[config.mk]
export PLATFORM = sky130hd
export DESIGN_NAME = touch_contact_lift_tracker_top
export DESIGN_NICKNAME = d
export VERILOG_FILES = /design/src/sv/ctlt_pkg.sv /design/src/sv/ctlt_tracker.sv /design/src/sv/touch_contact_lift_tracker_top.sv
export SDC_FILE = /design/constraint.sdc
export NUM_CORES = 1
export LEC_CHECK = 0
export BUFFER_PORTS_ARGS = -buffer_cell sky130_fd_sc_hd__buf_2
export CORE_MARGIN = 2
export CORE_UTILIZATION = 60
export CTS_BUF_LIST = sky130_fd_sc_hd__clkbuf_4 sky130_fd_sc_hd__clkbuf_8 sky130_fd_sc_hd__clkbuf_16
export DETAILED_ROUTE_END_ITERATION = 8
export PLACE_DENSITY = 0.82
export SYNTH_ARGS = -nofsm -noshare
export SYNTH_HDL_FRONTEND = slang
export SYNTH_SLANG_ARGS = --single-unit
[constraint.sdc]
create_clock -name clk -period 7.3 [get_ports clk]
set_input_delay 1.095 -clock clk [delete_from_list [all_inputs] [get_ports clk]]
set_output_delay 1.095 -clock clk [all_outputs]
set_load 0.005 [all_outputs]
[src/sv/ctlt_pkg.sv]
`timescale 1ns / 1ps

package ctlt_pkg;

	localparam int SLOTS_DEF = 5;
	localparam int ID_W      = 3;
	localparam int CNT_W     = 3;
	localparam int CAP_MAX   = 7;

	localparam logic OP_PROCESS = 1'b0;
	localparam logic OP_CLEAR   = 1'b1;

	typedef struct packed {
		logic             operation;
		logic [ID_W-1:0]  slot_id;
		logic             tip;
		logic             confidence;
		logic [15:0]      pos_x;
		logic [15:0]      pos_y;
		logic [7:0]       pressure;
		logic [15:0]      frame_stamp;
		logic [7:0]       btn_bits;
	} in_item_t;

	typedef struct packed {
		logic             finger_valid;
		logic [CNT_W-1:0] contact_index;
		logic [ID_W-1:0]  contact_id;
		logic             tip_out;
		logic             confidence_out;
		logic [15:0]      x_out;
		logic [15:0]      y_out;
		logic [7:0]       pressure_out;
		logic [CNT_W-1:0] record_total;
		logic [15:0]      stamp_out;
		logic             button;
	} out_item_t;

endpackage

[src/sv/ctlt_tracker.sv]
`timescale 1ns / 1ps

module ctlt_tracker #(
	parameter int SLOTS = ctlt_pkg::SLOTS_DEF
) (
	input  logic                 clk,
	input  logic                 arst_n,
	input  logic                 fire,
	input  ctlt_pkg::in_item_t   item,
	output ctlt_pkg::out_item_t  result
);
	import ctlt_pkg::*;

	localparam int IDX_W = (SLOTS > 1) ? $clog2(SLOTS) : 1;
	localparam int CAP   = (SLOTS < CAP_MAX) ? SLOTS : CAP_MAX;
	localparam logic [4:0]       SLOTS_V = 5'(SLOTS);
	localparam logic [CNT_W-1:0] CAP_V   = CNT_W'(CAP);

	logic [SLOTS-1:0] active_q;
	logic [15:0]      last_x_q    [SLOTS];
	logic [15:0]      last_y_q    [SLOTS];
	logic             last_conf_q [SLOTS];
	logic [CNT_W-1:0] count_q;

	logic [IDX_W-1:0] idx;
	logic             in_range;
	logic             was_active;
	logic [CNT_W-1:0] base_cnt;
	logic             emit;
	logic [CNT_W-1:0] next_cnt;
	logic             is_clear;

	assign is_clear   = (item.operation == OP_CLEAR);
	assign idx        = IDX_W'(item.slot_id);
	assign in_range   = ({2'b00, item.slot_id} < SLOTS_V);
	assign was_active = in_range && active_q[idx];
	assign base_cnt   = (item.slot_id == '0) ? '0 : count_q;
	assign emit       = in_range && (item.tip || was_active) && (base_cnt < CAP_V);

	always_comb begin
		if (!in_range) begin
			next_cnt = count_q;
		end else if (emit) begin
			next_cnt = base_cnt + CNT_W'(1);
		end else begin
			next_cnt = base_cnt;
		end
	end

	always_comb begin
		result = '0;
		if (!is_clear) begin
			result.record_total = next_cnt;
			result.stamp_out    = item.frame_stamp;
			result.button       = |item.btn_bits;
			if (emit) begin
				result.finger_valid  = 1'b1;
				result.contact_index = base_cnt;
				result.contact_id    = item.slot_id;
				if (item.tip) begin
					result.tip_out        = 1'b1;
					result.confidence_out = item.confidence;
					result.x_out          = item.pos_x;
					result.y_out          = item.pos_y;
					result.pressure_out   = item.pressure;
				end else begin
					result.confidence_out = last_conf_q[idx];
					result.x_out          = last_x_q[idx];
					result.y_out          = last_y_q[idx];
				end
			end
		end
	end

	always_ff @(posedge clk or negedge arst_n) begin
		if (!arst_n) begin
			active_q <= '0;
			count_q  <= '0;
		end else if (fire) begin
			if (is_clear) begin
				active_q <= '0;
				count_q  <= '0;
			end else if (in_range) begin
				active_q[idx] <= item.tip;
				count_q       <= next_cnt;
			end
		end
	end

	// position memory is only read behind a set active bit
	always_ff @(posedge clk) begin
		if (fire && !is_clear && in_range && item.tip) begin
			last_x_q[idx]    <= item.pos_x;
			last_y_q[idx]    <= item.pos_y;
			last_conf_q[idx] <= item.confidence;
		end
	end

endmodule

[src/sv/touch_contact_lift_tracker_top.sv]
`timescale 1ns / 1ps

// Multitouch contact report builder. One slot per transfer, one result per
// transfer; a new slot is taken every cycle while item_stall is low. Input
// register, then slot lookup and count update feeding the result register.
// Slot state lives in flip-flops, so slot N of the next transfer sees the
// update from the transfer just before it. A clear operation zeroes tracking.
module touch_contact_lift_tracker_top #(
	parameter int SLOTS = ctlt_pkg::SLOTS_DEF
) (
	input  logic                 clk,
	input  logic                 arst_n,
	input  logic                 item_valid,
	output logic                 item_stall,
	input  ctlt_pkg::in_item_t   item,
	output logic                 result_valid,
	input  logic                 result_stall,
	output ctlt_pkg::out_item_t  result
);
	import ctlt_pkg::*;

	localparam int CAP = (SLOTS < CAP_MAX) ? SLOTS : CAP_MAX;
	localparam logic [CNT_W-1:0] CAP_V = CNT_W'(CAP);

	logic      valid_s1;
	in_item_t  item_s1;
	logic      valid_s2;
	out_item_t result_s2;
	out_item_t next_result;
	logic      adv_s2;

	assign adv_s2     = valid_s1 && (!valid_s2 || !result_stall);
	assign item_stall = valid_s1 && !adv_s2;

	always_ff @(posedge clk or negedge arst_n) begin
		if (!arst_n) begin
			valid_s1 <= 1'b0;
		end else if (!item_stall) begin
			valid_s1 <= item_valid;
		end
	end

	always_ff @(posedge clk) begin
		if (item_valid && !item_stall) begin
			item_s1 <= item;
		end
	end

	ctlt_tracker #(
		.SLOTS(SLOTS)
	) u_tracker (
		.clk    (clk),
		.arst_n (arst_n),
		.fire   (adv_s2),
		.item   (item_s1),
		.result (next_result)
	);

	always_ff @(posedge clk or negedge arst_n) begin
		if (!arst_n) begin
			valid_s2 <= 1'b0;
		end else if (adv_s2) begin
			valid_s2 <= 1'b1;
		end else if (!result_stall) begin
			valid_s2 <= 1'b0;
		end
	end

	always_ff @(posedge clk) begin
		if (adv_s2) begin
			result_s2 <= next_result;
		end
	end

	assign result_valid = valid_s2;
	assign result       = result_s2;

	a_index_count: assert property (@(posedge clk) disable iff (!arst_n)
		valid_s2 && result_s2.finger_valid
			|-> result_s2.record_total == result_s2.contact_index + CNT_W'(1))
		else $error("record index does not match running count");

	a_no_record_zero: assert property (@(posedge clk) disable iff (!arst_n)
		valid_s2 && !result_s2.finger_valid
			|-> result_s2.tip_out == 1'b0 && result_s2.pressure_out == '0
			&& result_s2.x_out == '0 && result_s2.y_out == '0)
		else $error("contact fields set without a record");

	a_count_cap: assert property (@(posedge clk) disable iff (!arst_n)
		valid_s2 |-> result_s2.record_total <= CAP_V)
		else $error("contact count above cap");

	a_stall_full: assert property (@(posedge clk) disable iff (!arst_n)
		item_stall |-> valid_s1 && valid_s2 && result_stall)
		else $error("input stalled with room in the pipeline");

endmodule

==> results.txt <==
The run finished with clean final reports. The power per cell area is about 290 nW/µm². The post-detailed-route DRC marker count came out at 0.

In this run the clock root is driven by a clkbuf_16. The number of global-route vias before repair came out at approximately 6300. The number of nets handed over by synthesis was ~720.

The layout net count came out at 869. The library cell with the largest summed area after synthesis is edfxtp_1. The largest net degree at the start of global routing is 77. The HPWL after detailed placement is 12600 µm. The maximum vdd drop came out at 195 µV. The most used flip-flop cell after synthesis is edfxtp_1.

Each instance of the synthesized netlist takes up on average 18.5 µm². The total count of max-transition violations in the final report came out at 0. The area share of the largest cell type after synthesis is 0.771.

Setup repair after global routing left no endpoint under its margin. The endpoint required time on the critical path is 7.50 ns. Of the synthesized area, sequential elements account for 0.797.

Setup violations remaining at the end of the flow were counted as 0. Dividing the detail-routed via count by the number of cells gives 5.73. In this run the worst path has a maximum fanout of 69. The minimum period implied by the final worst setup slack came out at 3.52 ns. Once the clock tree was built, the setup fixing pass inserted 0 buffers. The worst hold path belongs to the class input port to async pin. The floorplan core area is around 19000 µm².

The quantity of I/O buffers inserted on ports came out at 144. The post-route clock period utilization came out at 0.482. Leaving out fill and tap cells, the most frequent cell in the layout is edfxtp_1. The fraction of layout instances using a drive strength above 1 came out at 0.315. The flip-flop and latch count after synthesis came out at 317. The number of warnings reported in the yosys synthesis log came out at 0. The number of cells upsized or downsized after cts is 0.

TritonCTS built the clock tree. The final core utilization is 0.714. The worst register-to-register path begins at item_s1[65]$_DFFE_PP_. The number of levels in the clock H-tree is 1.

The xor-xnor portion of the synthesized cell area came out at 0.000740. The compound-cell area share of the yosys netlist was 0.0316. The worst slew slack as a fraction of its limit is 0.198. The number of vias in the routed layout came out at 6197.

The simple-gate portion of the synthesized area is 0.0556. After synthesis, the largest family of logic cells by area is multiplexers. The number of cell rows came out at 51.

The multiplexer area fraction after synthesis is 0.0996. The area of the die came out at 20900 µm². In the post-synthesis netlist, the biggest area contributors are edfxtp_1 77%, mux4_2 6.3%, mux2i_1 3.6%. The path type of the worst setup path is flip-flop to flip-flop. The first-iteration detailed-routing DRC count is 613. The number of filler instances in the final layout is 1178. In the layout the commonest cells are 304 x edfxtp_1, 144 x buf_2, 76 x nor2_1. The proportion of synthesized flip-flops having asynchronous set or reset came out at 0.0315. The area overhead of the layout relative to synthesis came out at 17.1%. The number of hold buffers added after CTS came out at 0. The most critical setup path has its startpoint at item_s1[65]$_DFFE_PP_. The clock reaches the later pin of the worst-skew pair after 0.54 ns. The share of synthesized cell area in full adder, half adder and majority cells came out at 0.00106.

The number of maximum-capacitance violations is 0. The remaining antenna violation count is 0. The transition time at the pin with the least slew margin came out at about 1.2 ns.

The initial antenna violation count is 1. The height of the die came out at approximately 140 µm. The endpoint class of the critical path is a flip-flop. Timing would allow up to roughly 280 MHz. The overall track demand over capacity in global routing is 0.215.

The hold slack is about 0.41 ns. After synthesis, the netlist uses 41 different library cells. The first global-routing pass estimated 33700 µm of wire. The number of clock sinks came out at 317. For the worst setup path, the data arrival time is 3.72 ns. The clock-pin slew on the worst setup and hold paths came out at 0.06 ns. The wire length reported by the detailed router came out at 22200 µm. After global routing the overflow that remains totals 0.

Buffers inserted during clock tree synthesis total 30. The number of top-level pins came out at roughly 150. The critical path launch point type is a flip-flop. The maximum number of buffers from clock root to sink is 3. For the final database, setup skew stands at 0.0103 ns. Summed over all failing endpoints, the final setup total negative slack is 0 ns.

The reported leakage power is 5.00 nW. The final weighted congestion in routability-driven placement is 0.758. The width of the die is 144 µm. The count of TritonRoute iterations in the first routing pass is 5.

The final routed wire length divided by cell count came out at approximately 21 µm. The hold violation total from the final report was 0. The cell count after synthesis came out at between 600 and 700. The effective utilization at floorplan came out at 0.610. In this run the cell area of the synthesized design comes to 11800 µm². Counting flops with a built-in enable in the synthesized netlist gives 304.
power breakdown:
group          internal [mW]  switching [mW]
clock network          0.917           0.617
registers               2.09          0.0672
logic                  0.123           0.150
worst max-delay path: stages, from the launching register on:
cell      delay [ns]
edfxtp_1        0.33
buf_4           0.60
and3_1          0.41
nand2b_1        0.31
nor3_2          0.98
buf_4           0.49
state kept, by name, summed over array words and instances, names as in the netlist, named ones only:
signal,count
u_tracker.last_x_q,80
u_tracker.last_y_q,80
result,69
u_tracker.last_conf_q,5
u_tracker.active_q,5
u_tracker.count_q,3
result_valid,1
item_s1,70
valid_s1,1
path summary, 6_finish.rpt:
kind | end | slack, ns | cells after the start
worst max-delay path | u_tracker.last_x_q[1][13]$_DFFE_PP_ | 3.78 | 5
worst min-delay path | u_tracker.active_q[3]$_DFFE_PN0P_ | 0.41 | 1
worst max register to register | u_tracker.last_x_q[1][13]$_DFFE_PP_ | 3.78 | 5
worst min register to register | result[24]$_SDFFCE_PP0N_ | 0.52 | 1
max in group asynchronous | u_tracker.count_q[2]$_DFFE_PN0P_ | 6.69 | 1
min in group clk | result[24]$_SDFFCE_PP0N_ | 0.52 | 1
metrics by stage:
| stage | setup WS [ns] | instances | cell area [µm²] | total power [mW] |
|---|---|---|---|---|
| floorplan | 1.99 | 640 | 11800 | 2.35 |
| global placement | 3.73 | 1027 | 12900 | 2.45 |
| detailed placement | 3.60 | 1027 | 12900 | 2.47 |
| CTS | 3.80 | 1081 | 13900 | 3.99 |
| global route | 3.54 | 1081 | 13900 | 4.10 |
| finish | 3.78 | 1082 | 13900 | 3.97 |
layout make-up:
cell class / count / area [µm²] / share of cell area
well taps: 265 / 332 / 0.0239
flip-flops and latches: 317 / 9440 / 0.681
multi-input cells: 284 / 2270 / 0.164
clock buffers: 49 / 948 / 0.0684
inverters: 9 / 37.5 / 0.00271
diodes: 1 / 2.50 / 0.000181
clock inverters: 5 / 46.3 / 0.00334
repair buffers: 152 / 781 / 0.0563
cells by family (layout without fill, tap and decap cells):
family          count (synthesis)  in the layout
flops                         317            317
simple gates                  143            143
mux                            76             76
compound gates                 63             63
buf+inv                        39            215
fa+ha+maj                       1              1
xor+xnor                        1              1
other cells                     0              1
synthesized netlist by cell type (3+ instances only):
library cell  count
edfxtp_1        304
nor2_1           79
mux2i_1          42
a21oi_1          41
mux4_2           33
nand2_1          21
clkbuf_1         19
nor2b_1          16
dfrtp_1          10
buf_2             9
and2_1            8
o21ai_0           8
inv_1             5
a211oi_1          3
dfxtp_1           3
inv_2             3
nand2b_1          3
nor4_1            3
layer usage:
| metal | GRT usage | part of all wire |
|---|---|---|
| met1 | 0.281 | 0.40 |
| met2 | 0.368 | 0.52 |
| met3 | 0.0430 | 0.065 |
| met4 | 0.0715 | 0.018 |
| met5 | 0 | 0 |
No activity file was read; power rests on OpenSTA's default activity.
